===== src/rtl/core/ppcexc_pkg.sv =====
`timescale 1ns / 1ps

package ppcexc_pkg;

  typedef struct packed {
    logic [3:0]  kind;
    logic [31:0] cur_pc;
    logic [31:0] next_address;
    logic        redirect_pending;
    logic [31:0] machine_state;
    logic [31:0] cause_bits;
    logic [31:0] instruction;
    logic [31:0] effective_address;
  } in_t;

  typedef struct packed {
    logic [31:0] save_pc;
    logic [31:0] save_state;
    logic [31:0] new_state;
    logic [31:0] vector;
    logic [31:0] fault_status;
    logic [31:0] fault_address;
    logic        fault_regs_write;
    logic        abort_instruction;
    logic        context_sync;
    logic        unknown_kind;
  } out_t;

  localparam logic [3:0] KIND_RESET   = 4'd0;
  localparam logic [3:0] KIND_MCHECK  = 4'd1;
  localparam logic [3:0] KIND_DSI     = 4'd2;
  localparam logic [3:0] KIND_ISI     = 4'd3;
  localparam logic [3:0] KIND_EXTINT  = 4'd4;
  localparam logic [3:0] KIND_ALIGN   = 4'd5;
  localparam logic [3:0] KIND_PROGRAM = 4'd6;
  localparam logic [3:0] KIND_NOFPU   = 4'd7;
  localparam logic [3:0] KIND_DECR    = 4'd8;
  localparam logic [3:0] KIND_SYSCALL = 4'd9;
  localparam logic [3:0] KIND_TRACE   = 4'd10;

  localparam logic [31:0] SRR1_KEEP = 32'h0000_FF73;
  localparam logic [31:0] MSR_KEEP  = 32'hFFFB_1041;
  localparam logic [31:0] HIGH_VEC  = 32'hFFF0_0000;
  localparam logic [31:0] WORD_MASK = 32'hFFFF_FFFC;
  localparam logic [31:0] VEC_SYSCALL = 32'h0000_0C00;
  localparam logic [31:0] VEC_TRACE   = 32'h0000_0D00;
  localparam int unsigned MSR_LE_BIT  = 0;
  localparam int unsigned MSR_IP_BIT  = 6;
  localparam int unsigned MSR_ILE_BIT = 16;

  localparam logic [31:0] XO_MASK    = 32'hFC00_07FF;
  localparam logic [31:0] DCBZ_MASK  = 32'hFFE0_07FF;
  localparam logic [31:0] DCBZ_OP    = 32'h7C00_07EC;
  localparam logic [31:0] LSWI_OP    = 32'h7C00_04AA;
  localparam logic [31:0] LSWX_OP    = 32'h7C00_042A;
  localparam logic [5:0]  PRIM_X     = 6'd31;
  localparam logic [5:0]  PRIM_LMW   = 6'd46;
  localparam int unsigned N_INDEXED  = 32;

  localparam logic [31:0] INDEXED_OPS [N_INDEXED] = '{
    32'h7c000028, 32'h7c0002aa, 32'h7c00042a, 32'h7c0004aa,
    32'h7c00052a, 32'h7c0005aa, 32'h7c0002ea, 32'h7c00012c,
    32'h7c00042c, 32'h7c00052c, 32'h7c00062c, 32'h7c00072c,
    32'h7c00026c, 32'h7c00036c, 32'h7c00002e, 32'h7c00012e,
    32'h7c00022e, 32'h7c0002ae, 32'h7c00032e, 32'h7c00042e,
    32'h7c0004ae, 32'h7c00052e, 32'h7c0005ae, 32'h7c00006e,
    32'h7c00016e, 32'h7c00026e, 32'h7c0002ee, 32'h7c00036e,
    32'h7c00046e, 32'h7c0004ee, 32'h7c00056e, 32'h7c0005ee
  };

endpackage


===== src/rtl/core/ppcexc_dsisr.sv =====
`timescale 1ns / 1ps

module ppcexc_dsisr (
  input  logic [31:0] ins,
  output logic [31:0] dsisr
);
  import ppcexc_pkg::*;

  logic [5:0]  prim;
  logic [31:0] key;
  logic        indexed;
  logic        dform;

  assign prim = ins[31:26];
  assign key  = ins & XO_MASK;

  always_comb begin
    indexed = ((ins & DCBZ_MASK) == DCBZ_OP);
    for (int i = 0; i < N_INDEXED; i++) begin
      if (INDEXED_OPS[i] == key) begin
        indexed = 1'b1;
      end
    end
  end

  assign dform = prim inside {6'd32, 6'd33, 6'd36, 6'd37, [6'd40:6'd55]};

  always_comb begin
    dsisr = '0;
    if (dform) begin
      dsisr[14]    = ins[26];
      dsisr[13:10] = ins[30:27];
    end else if (prim == PRIM_X && indexed) begin
      dsisr[16:15] = ins[2:1];
      dsisr[14]    = ins[6];
      dsisr[13:10] = ins[10:7];
    end
    dsisr[9:5] = ins[25:21];
    if (prim != PRIM_LMW && key != LSWI_OP && key != LSWX_OP) begin
      dsisr[4:0] = ins[20:16];
    end
  end

endmodule


===== src/rtl/core/ppcexc_calc.sv =====
`timescale 1ns / 1ps

module ppcexc_calc (
  input  ppcexc_pkg::in_t  req,
  output ppcexc_pkg::out_t res
);
  import ppcexc_pkg::*;

  logic [31:0] pcw;
  logic [31:0] pc_next;
  logic [31:0] dsisr;
  logic [31:0] nmsr;
  logic [31:0] vec;
  logic [31:0] srr0;
  logic        is_align;

  ppcexc_dsisr u_dsisr (
    .ins   (req.instruction),
    .dsisr (dsisr)
  );

  assign pcw      = req.cur_pc & WORD_MASK;
  assign pc_next  = pcw + 32'd4;
  assign is_align = (req.kind == KIND_ALIGN);

  always_comb begin
    case (req.kind)
      KIND_ISI: begin
        srr0 = req.redirect_pending ? req.next_address : pcw;
      end
      KIND_EXTINT, KIND_DECR: begin
        srr0 = req.redirect_pending ? req.next_address : pc_next;
      end
      KIND_SYSCALL, KIND_TRACE: begin
        srr0 = pc_next;
      end
      default: begin
        srr0 = pcw;
      end
    endcase
  end

  always_comb begin
    nmsr             = req.machine_state & MSR_KEEP;
    nmsr[MSR_LE_BIT] = nmsr[MSR_ILE_BIT];
    case (req.kind)
      KIND_SYSCALL: vec = VEC_SYSCALL;
      KIND_TRACE:   vec = VEC_TRACE;
      default:      vec = {20'd0, req.kind + 4'd1, 8'd0};
    endcase
    if (nmsr[MSR_IP_BIT]) begin
      vec = vec | HIGH_VEC;
    end
  end

  always_comb begin
    res = '0;
    if (req.kind > KIND_TRACE) begin
      res.unknown_kind = 1'b1;
    end else begin
      res.save_pc           = srr0;
      res.save_state        = (req.machine_state & SRR1_KEEP) |
                              (is_align ? 32'd0 : req.cause_bits);
      res.new_state         = nmsr;
      res.vector            = vec;
      res.fault_status      = is_align ? dsisr : 32'd0;
      res.fault_address     = is_align ? req.effective_address : 32'd0;
      res.fault_regs_write  = is_align;
      res.abort_instruction = (req.kind != KIND_EXTINT) && (req.kind != KIND_DECR);
      res.context_sync      = (req.kind != KIND_RESET) && (req.kind != KIND_MCHECK);
    end
  end

endmodule


===== src/rtl/core/powerpc_exception_entry.sv =====
// Data goes from the input register through the calculation into the result register.
// Throughput: one transaction per cycle while out_ready stays high; both the input register
// and the result register advance whenever the result register is empty or being taken.
// Reset: synchronous active-low rst_n clears both valid flags; payload registers are not reset.
`timescale 1ns / 1ps

module powerpc_exception_entry (
  input  logic              clk,
  input  logic              rst_n,
  input  logic              in_valid,
  output logic              in_ready,
  input  ppcexc_pkg::in_t   in_data,
  output logic              out_valid,
  input  logic              out_ready,
  output ppcexc_pkg::out_t  out_data
);
  import ppcexc_pkg::*;

  logic s1_valid_r;
  logic s1_valid_nxt;
  in_t  s1_data_r;
  logic out_valid_r;
  logic out_valid_nxt;
  out_t out_data_r;
  out_t res;
  logic out_free;

  ppcexc_calc u_calc (
    .req (s1_data_r),
    .res (res)
  );

  assign out_free      = !out_valid_r || out_ready;
  assign in_ready      = !s1_valid_r || out_free;
  assign s1_valid_nxt  = in_ready ? in_valid : s1_valid_r;
  assign out_valid_nxt = out_free ? s1_valid_r : out_valid_r;

  always_ff @(posedge clk) begin
    if (!rst_n) begin
      s1_valid_r  <= 1'b0;
      out_valid_r <= 1'b0;
    end else begin
      s1_valid_r  <= s1_valid_nxt;
      out_valid_r <= out_valid_nxt;
    end
  end

  always_ff @(posedge clk) begin
    if (in_valid && in_ready) begin
      s1_data_r <= in_data;
    end
    if (s1_valid_r && out_free) begin
      out_data_r <= res;
    end
  end

  assign out_valid = out_valid_r;
  assign out_data  = out_data_r;

endmodule


===== config.mk =====
export PLATFORM = sky130hd
export DESIGN_NAME = powerpc_exception_entry
export DESIGN_NICKNAME = d
export VERILOG_FILES = /design/src/rtl/core/ppcexc_pkg.sv /design/src/rtl/core/ppcexc_dsisr.sv /design/src/rtl/core/ppcexc_calc.sv /design/src/rtl/core/powerpc_exception_entry.sv
export SDC_FILE = /design/constraint.sdc
export NUM_CORES = 1
export LEC_CHECK = 0
export BUFFER_PORTS_ARGS = -buffer_cell sky130_fd_sc_hd__buf_2
export CORE_MARGIN = 4
export CORE_UTILIZATION = 54
export DETAILED_ROUTE_END_ITERATION = 7
export GPL_TIMING_DRIVEN = 0
export PLACE_DENSITY = 0.81
export SLEW_MARGIN = 10
export SYNTH_ARGS = -nofsm -noshare
export SYNTH_HDL_FRONTEND = slang
export SYNTH_HIERARCHICAL = 1
export SYNTH_SLANG_ARGS = --single-unit

===== constraint.sdc =====
create_clock -name clk -period 15.47 [get_ports clk]
set_input_delay 1.547 -clock clk [delete_from_list [all_inputs] [get_ports clk]]
set_output_delay 1.547 -clock clk [all_outputs]
set_load 0.03 [all_outputs]

; Yosys cells after proc, flatten, opt, wreduce, memory -nomap -nowiden
; Index checks and enable logic that the tools add are counted.
[word_totals]
ff_bits = 395
out_inout_bits = 198
[classes]
n_eq_ne = 50
n_lt_le_gt_ge = 3
add_sub_neg = 2
bitwise_logic = 4
muxes = 41
reduce_logical = 19
[ops]
columns = op, n
row1 = "equality test 16 x 17 -> 1 bit, first input constant", 32
row2 = 2-to-1 mux 32 bit, 4
row3 = one-hot mux 32 bit (3 select lines), 1
row4 = "!= test 17 x 16 -> 1 bit, second input constant", 2
row5 = 2-to-1 mux 1 bit, 33
row6 = "adder 32 x 3 -> 32 bit, second input constant", 1
row7 = OR 16 x 32 -> 32 bit, 1
row8 = "equality test 6 bit, second input constant", 4
row9 = one-hot mux 12 bit (2 select lines), 1
row10 = "equality test 22 x 21 -> 1 bit, second input constant", 1
row11 = "equality test 4 bit, second input constant", 3
row12 = "equality test 4 x 3 -> 1 bit, second input constant", 2
row13 = logical AND 1 bit, 8
row14 = 2-to-1 mux 7 bit, 1
row15 = "equality test 6 x 5 -> 1 bit, second input constant", 1
row16 = "greater-or-equal comparator 6 bit, second input constant", 1
row17 = "less-or-equal comparator 6 bit, second input constant", 1
row18 = "!= test 6 bit, second input constant", 1
row19 = OR reduction 2 bit, 3
row20 = 2-to-1 mux 5 bit, 1
row21 = nonzero test 5 bit, 1
row22 = "adder 4 x 1 -> 4 bit, second input constant", 1
row23 = "equality test 4 x 2 -> 1 bit, second input constant", 1
row24 = "greater-than comparator 4 bit, second input constant", 1
row25 = other kinds (9), 13

; Longest topological paths before layout
; Gate-level depths: netlist of run 1.
[logic_depth]
ltp_word = 36
mapped_depth = 9

; Modules after synthesis
; Netlist of run 1, hierarchy kept.
[modules_own_cells]
columns = mod, area_each_um2, cells_each, n_inst
row1 = powerpc_exception_entry, 11905.2, 402, 1
row2 = ppcexc_calc, 3044.2, 487, 1
row3 = ppcexc_dsisr, 570.5, 83, 1

; Least setup slack after synthesis of run 1
; Ideal clock, no wire load.
[synth_path]
path_type = input to register
start = input out_ready
end = register s1_data_r[0] in the netlist's numbering (enable)
n_path_buf = 0
t_arrival_ns = 11.070
setup_slack_ns = 3.580
setup_time_ns = 0.820
cell_stages = 2
path_cell_list = nor2b_4 a21oi_1
[synth_via]
elab_chain_cells = 3
[synth_rtl]
columns = element, line_no
row1 = "start, declared", powerpc_exception_entry.sv:14  ; input logic out_ready,
row2 = logical OR 1 bit, powerpc_exception_entry.sv:33  ; assign out_free = !out_valid_r || out_ready;
row3 = logical OR 1 bit, powerpc_exception_entry.sv:34  ; assign in_ready = !s1_valid_r || out_free;
row4 = logical AND 1 bit, powerpc_exception_entry.sv:49  ; if (in_valid && in_ready) begin
row5 = "end signal, assigned", powerpc_exception_entry.sv:50  ; s1_data_r <= in_data;
row6 = "end, declared", powerpc_exception_entry.sv:21  ; in_t s1_data_r;
; No other way between the ends.
; A chain may end at the register's enable or synchronous reset.

; Worst setup path in the final report of run 1
[layout_path]
start = input out_ready
end = output in_ready
[layout_via]
elab_chain_cells = 2
[layout_rtl]
columns = element, line_no
row1 = logical OR 1 bit, powerpc_exception_entry.sv:33
row2 = logical OR 1 bit, powerpc_exception_entry.sv:34
row3 = "end, declared", powerpc_exception_entry.sv:11  ; output logic in_ready,
; No other way between the ends.

==> flow_summary.json, run 1 <==
{
  "dpl.cell_count": 1784,
  "cts_buffers": 39,
  "netlist_instances": 961,
  "nFillCells": 1927,
  "drtIter0Drc": 883,
  "top_level_ports": 399,
  "period_needed_ns": 3.548,
  "cts_sinks": 384,
  "power.total_uw": 2388,
  "wl_met2_um": 18610,
  "grt_pass1_vias": 9904,
  "core_area_mm2": 0.02778,
  "hold_path.class": "reg -> reg",
  "top_layer_used": "met5",
  "dieArea_mm2": 0.03088,
  "clockRootBuffer": "clkbuf_16",
  "layout-drive-gt1-share": 0.3805,
  "slew_violations": 0,
  "layout.nets": 1653,
  "wl_um": 36550,
  "postCtsSetupRepairBufs": 0,
  "setup_slack_ns": 11.92,
  "io_buffers": 387,
  "tightestPinTransition_ns": 0.8587,
  "fin_skew_ns": 0.01597,
  "fp.dieH_um": 175.7,
  "cp.required_ns": 13.92,
  "grt_pass1_wl_um": 54630,
  "routedWlPerCell_um": 19.62,
  "place_ws_ns": 11.91,
  "outcome": "finished, final reports clean",
  "hold_viol": 0,
  "cts.htree.levels": 2,
  "overflow": 0,
  "max-vdd-ir-drop_uv": 93.53,
  "antenna_left": 0,
  "place_hpwl_um": 26960,
  "antenna_found_initial": 9,
  "ctsLongestPathBuffers": 3,
  "insertion_delay_ns": 0.52,
  "postCtsHoldBufs": 0,
  "tns_ns": 0,
  "worstPathCellList": "buf_2, nand3b_4, buf_2",
  "num_vias": 9981,
  "final.period_utilization": 0.2294,
  "vias_per_cell": 5.357,
  "path_clk_slew_ns": 0.06,
  "die_w_um": 175.7,
  "critPathSlowestCell": "buf_2",
  "max_stage_delay_ns": 0.18,
  "grt_max_degree": 35,
  "fmax_mhz": 281.8,
  "area_growth_syn_to_layout_pct": 27.93,
  "finalNonFillerCells": 1863,
  "first_pass_iters": 5,
  "arrival_ns": 2.00,
  "p_per_area_mw_per_mm2": 122.9,
  "gp_congestion": 0.8722,
  "ys_warn_count": 6,
  "worstSetupStartpointType": "input pin",
  "power.leakage_uw": 0.007882,
  "reg2reg_slack_ns": 12.57,
  "drcViolationCount": 0,
  "drv_cap": 0,
  "relSlewSlack": 0.4232,
  "end_kind": "primary output",
  "path_max_fanout": 2,
  "post_cts_resized": 0,
  "crit_type": "in -> out",
  "syn_area_mm2": 0.01519,
  "rows": 61,
  "avgSynthCellArea_um2": 15.81,
  "wl_met1_um": 13960,
  "wl_met3_um": 2420,
  "initial_utilization": 0.5467,
  "track_usage": 0.2286,
  "cp_common_cell": "buf_2",
  "grt_setup_unrepaired": "false",
  "cts_tree": "built",
  "setup_violations": 0
}
[state kept, by name, summed over array words and instances, names as in the netlist]
register / cells
s1_valid_r: 1
out_valid: 1
s1_data_r: 186
out_data: 196
[worst max-delay path, delay by kind of cell]
family | cells | cell delay [ns]
AND/OR/NAND/NOR | 1 | 0.15
buffers and inverters | 2 | 0.30
[power breakdown]
group          leakage [uW]  internal (uW)  switching, uW
combinational       0.00361           84.2            149
clock              0.000614            547            371
sequential          0.00365           1210           23.4
total               0.00788           1840            544
[routing by layer]
metal | vias up | track usage
met2 | 484 | 0.3931
met5 | - | 0
met3 | 96 | 0.03508
met4 | 2 | 0.09454
met1 | 4772 | 0.2931
li1 | 4627 | -
[cell type report]
| cell class | instances | area (um2) | area share |
|---|---|---|---|
| Sequential cell | 384 | 11510 | 0.5924 |
| Multi-Input combinational cell | 497 | 3109 | 0.1600 |
| Timing Repair Buffer | 402 | 2312 | 0.1190 |
| Clock buffer | 44 | 994.7 | 0.05119 |
| Buffer | 106 | 685.7 | 0.03528 |
| Tap cell | 378 | 473.0 | 0.02434 |
| Clock inverter | 27 | 262.8 | 0.01352 |
| Inverter | 17 | 63.81 | 0.003284 |
| Antenna cell | 8 | 20.02 | 0.001030 |
[stage by stage]
step	utilization	area, um2	hold slack [ns]
floorplan	-	15350	0.4944
global placement	0.6393	17760	0.4985
detailed placement	0.6535	18150	0.5030
CTS	0.6987	19410	0.5170
global route	0.6995	19430	0.5371
finish	0.6995	19430	0.5186
[cells in the final DEF (no fill, tap or decap), drive strengths merged, types with 3 or more instances in the layout]
| cell type | n |
|---|---|
| or2 | 3 |
| inv | 20 |
| nand3b | 6 |
| a222oi | 4 |
| a211oi | 12 |
| a31oi | 6 |
| xnor2 | 3 |
| a221o | 8 |
| nor2 | 44 |
| bufinv | 5 |
| nand4 | 16 |
| nand2 | 26 |
| a21oi | 45 |
| nor4 | 7 |
| a32oi | 6 |
| and3 | 93 |
| a22o | 5 |
| nor4b | 3 |
| nor2b | 5 |
| nand3 | 23 |
| diode | 8 |
| edfxtp | 382 |
| or3 | 4 |
| a21boi | 3 |
| and2 | 26 |
| buf | 480 |
| a32o | 5 |
| ha | 5 |
| and4 | 7 |
| nor3 | 11 |
| clkinv | 18 |
| nand2b | 7 |
| o21ai | 23 |
| a221oi | 9 |
| a22oi | 5 |
| a21o | 3 |
| clkbuf | 72 |
| conb | 45 |
| a2bb2oi | 3 |
[path summary, 6_finish.rpt]
| path | depth (start not counted) | from | endpoint |
|---|---|---|---|
| max | 3 | out_ready | in_ready |
| min | 1 | s1_data_r[125] | out_data[129] |
| max reg2reg | 8 | s1_data_r[193] | out_data[185] |
| min reg2reg | 1 | s1_data_r[125] | out_data[129] |
No activity file was read; power rests on OpenSTA's default activity.
==> inputs of run 2 (changes only) <==
clock period = 3.3 ns   (was 15.47 ns; I/O delays follow)
==> run 2 against run 1 <==
Sequential share of layout area fell by 4.9 points. Clock power rose to 4.9 times the previous value. Cell count rose by 9.4%. Final area rose by 9.1%. Non-clock buffer count rose by 181. Sequential cell count did not move. Combinational power rose to 5.5 times the previous value. Clock skew rose by 0.026 ns. Total power rose to 4.8 times the previous value. Largest cell class unchanged.
==> flow_summary.json, run 2 (synthesized netlist as in run 1, its figures left out) <==
{
  "outcome": "finished, final reports clean",
  "dieArea_mm2": 0.03088,
  "p_per_area_mw_per_mm2": 546.4,
  "setup_violations": 0,
  "drtIter0Drc": 1331,
  "hold_path.class": "in -> reg",
  "arrival_ns": 3.27,
  "initial_utilization": 0.5467,
  "track_usage": 0.2712,
  "grt_max_degree": 37,
  "cts_tree": "built",
  "layout_commonest_cell": "buf_2",
  "final.period_utilization": 0.9012,
  "die_w_um": 175.7,
  "reg2reg_from": "s1_data_r[193]",
  "cts_buffers": 39,
  "wl_um": 43380,
  "reg2reg_slack_ns": 0.33,
  "p_comb_frac": 0.111,
  "power.total_uw": 11580,
  "fp.dieH_um": 175.7,
  "antenna_left": 0,
  "grt_pass1_vias": 11360,
  "crit_buf_inv": 4,
  "rows": 61,
  "period_needed_ns": 2.974,
  "fin_skew_ns": 0.04177,
  "hold_ws_ns": 0.01852,
  "crit_type": "reg -> reg",
  "max_stage_delay_ns": 0.49,
  "place_hpwl_um": 27080,
  "final_cell_mix": "buf_2, edfxtp_1, dlygate4sd3_1",
  "path_clk_slew_ns": 0.07,
  "area_growth_syn_to_layout_pct": 39.52,
  "cts_sinks": 384,
  "holdPathEnd": "s1_data_r[120]",
  "final_cell_area_mm2": 0.02119,
  "tightestPinTransition_ns": 0.9203,
  "relSlewSlack": 0.3818,
  "worstSetupStartpointType": "flip-flop",
  "first_pass_iters": 6,
  "hp-start": "in_data[120]",
  "p_sw_uw": 2718,
  "power.leakage_uw": 0.008617,
  "largest_register_ffs": 196,
  "layout-drive-gt1-share": 0.3426,
  "num_vias": 11110,
  "top_level_ports": 399,
  "slew_violations": 0,
  "ctsLongestPathBuffers": 3,
  "finalNonFillerCells": 2039,
  "drv_cap": 0,
  "dpl.cell_count": 1782,
  "whs_path_depth": 1,
  "path_max_fanout": 10,
  "rr_worst_depth": 8,
  "post_cts_resized": 0,
  "layout.nets": 1834,
  "postCtsHoldBufs": 183,
  "critical-path-top-delay-family": "buffers and inverters",
  "worstPathCellList": "inv_1, ha_1, inv_1, a21oi_1, nand2b_1, clkinv_1, clkbuf_1, a211oi_1",
  "max-vdd-ir-drop_uv": 467.9,
  "critPathSlowestCell": "edfxtp_1",
  "cp.required_ns": 3.60,
  "clockRootBuffer": "clkbuf_16",
  "core_area_mm2": 0.02778,
  "insertion_delay_ns": 0.54,
  "overflow": 0,
  "timing.rr.end": "out_data[185]",
  "fmax_mhz": 336.3,
  "hold_viol": 0,
  "p_int_uw": 8862,
  "io_buffers": 387,
  "cts.htree.levels": 2,
  "grt_setup_unrepaired": "false",
  "postCtsSetupRepairBufs": 0,
  "tns_ns": 0,
  "antenna_found_initial": 5,
  "gp_congestion": 0.9105,
  "placed_area_mm2": 0.01806,
  "clock_power_share": 0.387,
  "vias_per_cell": 5.449,
  "drcViolationCount": 0,
  "grt_pass1_wl_um": 64470,
  "cp_common_cell": "inv_1",
  "end_kind": "flip-flop",
  "routedWlPerCell_um": 21.27,
  "p_sw_frac": 0.2347,
  "seqPwrFrac": 0.501
}
[run 2: cell types whose count changed in the layout (fill, tap and decap cells not counted), sizes merged]
cell,before,now
buf,480,478
clkinvlp,1,3
dlygate4sd3,0,183
diode,8,6
clkinv,18,14
clkbuf,72,74
inv,20,17
[run 2: power groups by stage]
stage | clock network, uW | logic (uW) | registers, uW
floorplan | 0 | 390 | 6150
global placement | 0 | 997 | 5920
detailed placement | 0 | 1070 | 5900
CTS | 4480 | 1250 | 5800
global route | 4780 | 1360 | 5830
finish | 4480 | 1290 | 5810
[run 2: layout make-up]
| cell class | count | area (um2) |
|---|---|---|
| clock buffer | 46 | 1045 |
| tap | 378 | 473.0 |
| sequential | 384 | 11520 |
| timing repair buffer | 583 | 4044 |
| clock inverter | 22 | 241.5 |
| buffer | 106 | 685.7 |
| multi-input combinational | 497 | 3109 |
| fill | 1653 | 6589 |
| antenna | 6 | 15.01 |
| inverter | 17 | 63.81 |
[run 2: metal layers]
layer	vias up	wire, um	GRT usage
li1	4978	-	-
met4	0	2723	0.1468
met2	719	22380	0.4819
met1	5233	14900	0.3156
met3	180	3372	0.04412
met5	-	0	0
[run 2: how the worst max path moves through the flow]
stage                   start             to  slack [ns]  cells past startpoint
2_1_floorplan       out_valid   s1_data_r[0]       -0.80                      2
3_3_place_gp        out_ready  s1_data_r[89]       -2.03                      3
3_5_place_dp   s1_data_r[193]  out_data[189]        0.49                      8
4_1_cts        s1_data_r[193]  out_data[189]        0.42                      8
5_1_grt        s1_data_r[193]  out_data[189]        0.19                      8
6_report       s1_data_r[193]  out_data[185]        0.33                      8
[run 2: stage by stage]
step           worst slack (ns)    util
2_1_floorplan           -0.8027       -
3_3_place_gp             -2.031  0.6402
3_5_place_dp             0.4935  0.6501
4_1_cts                  0.4233  0.7623
5_1_grt                  0.1912  0.7628
6_report                 0.3261  0.7628
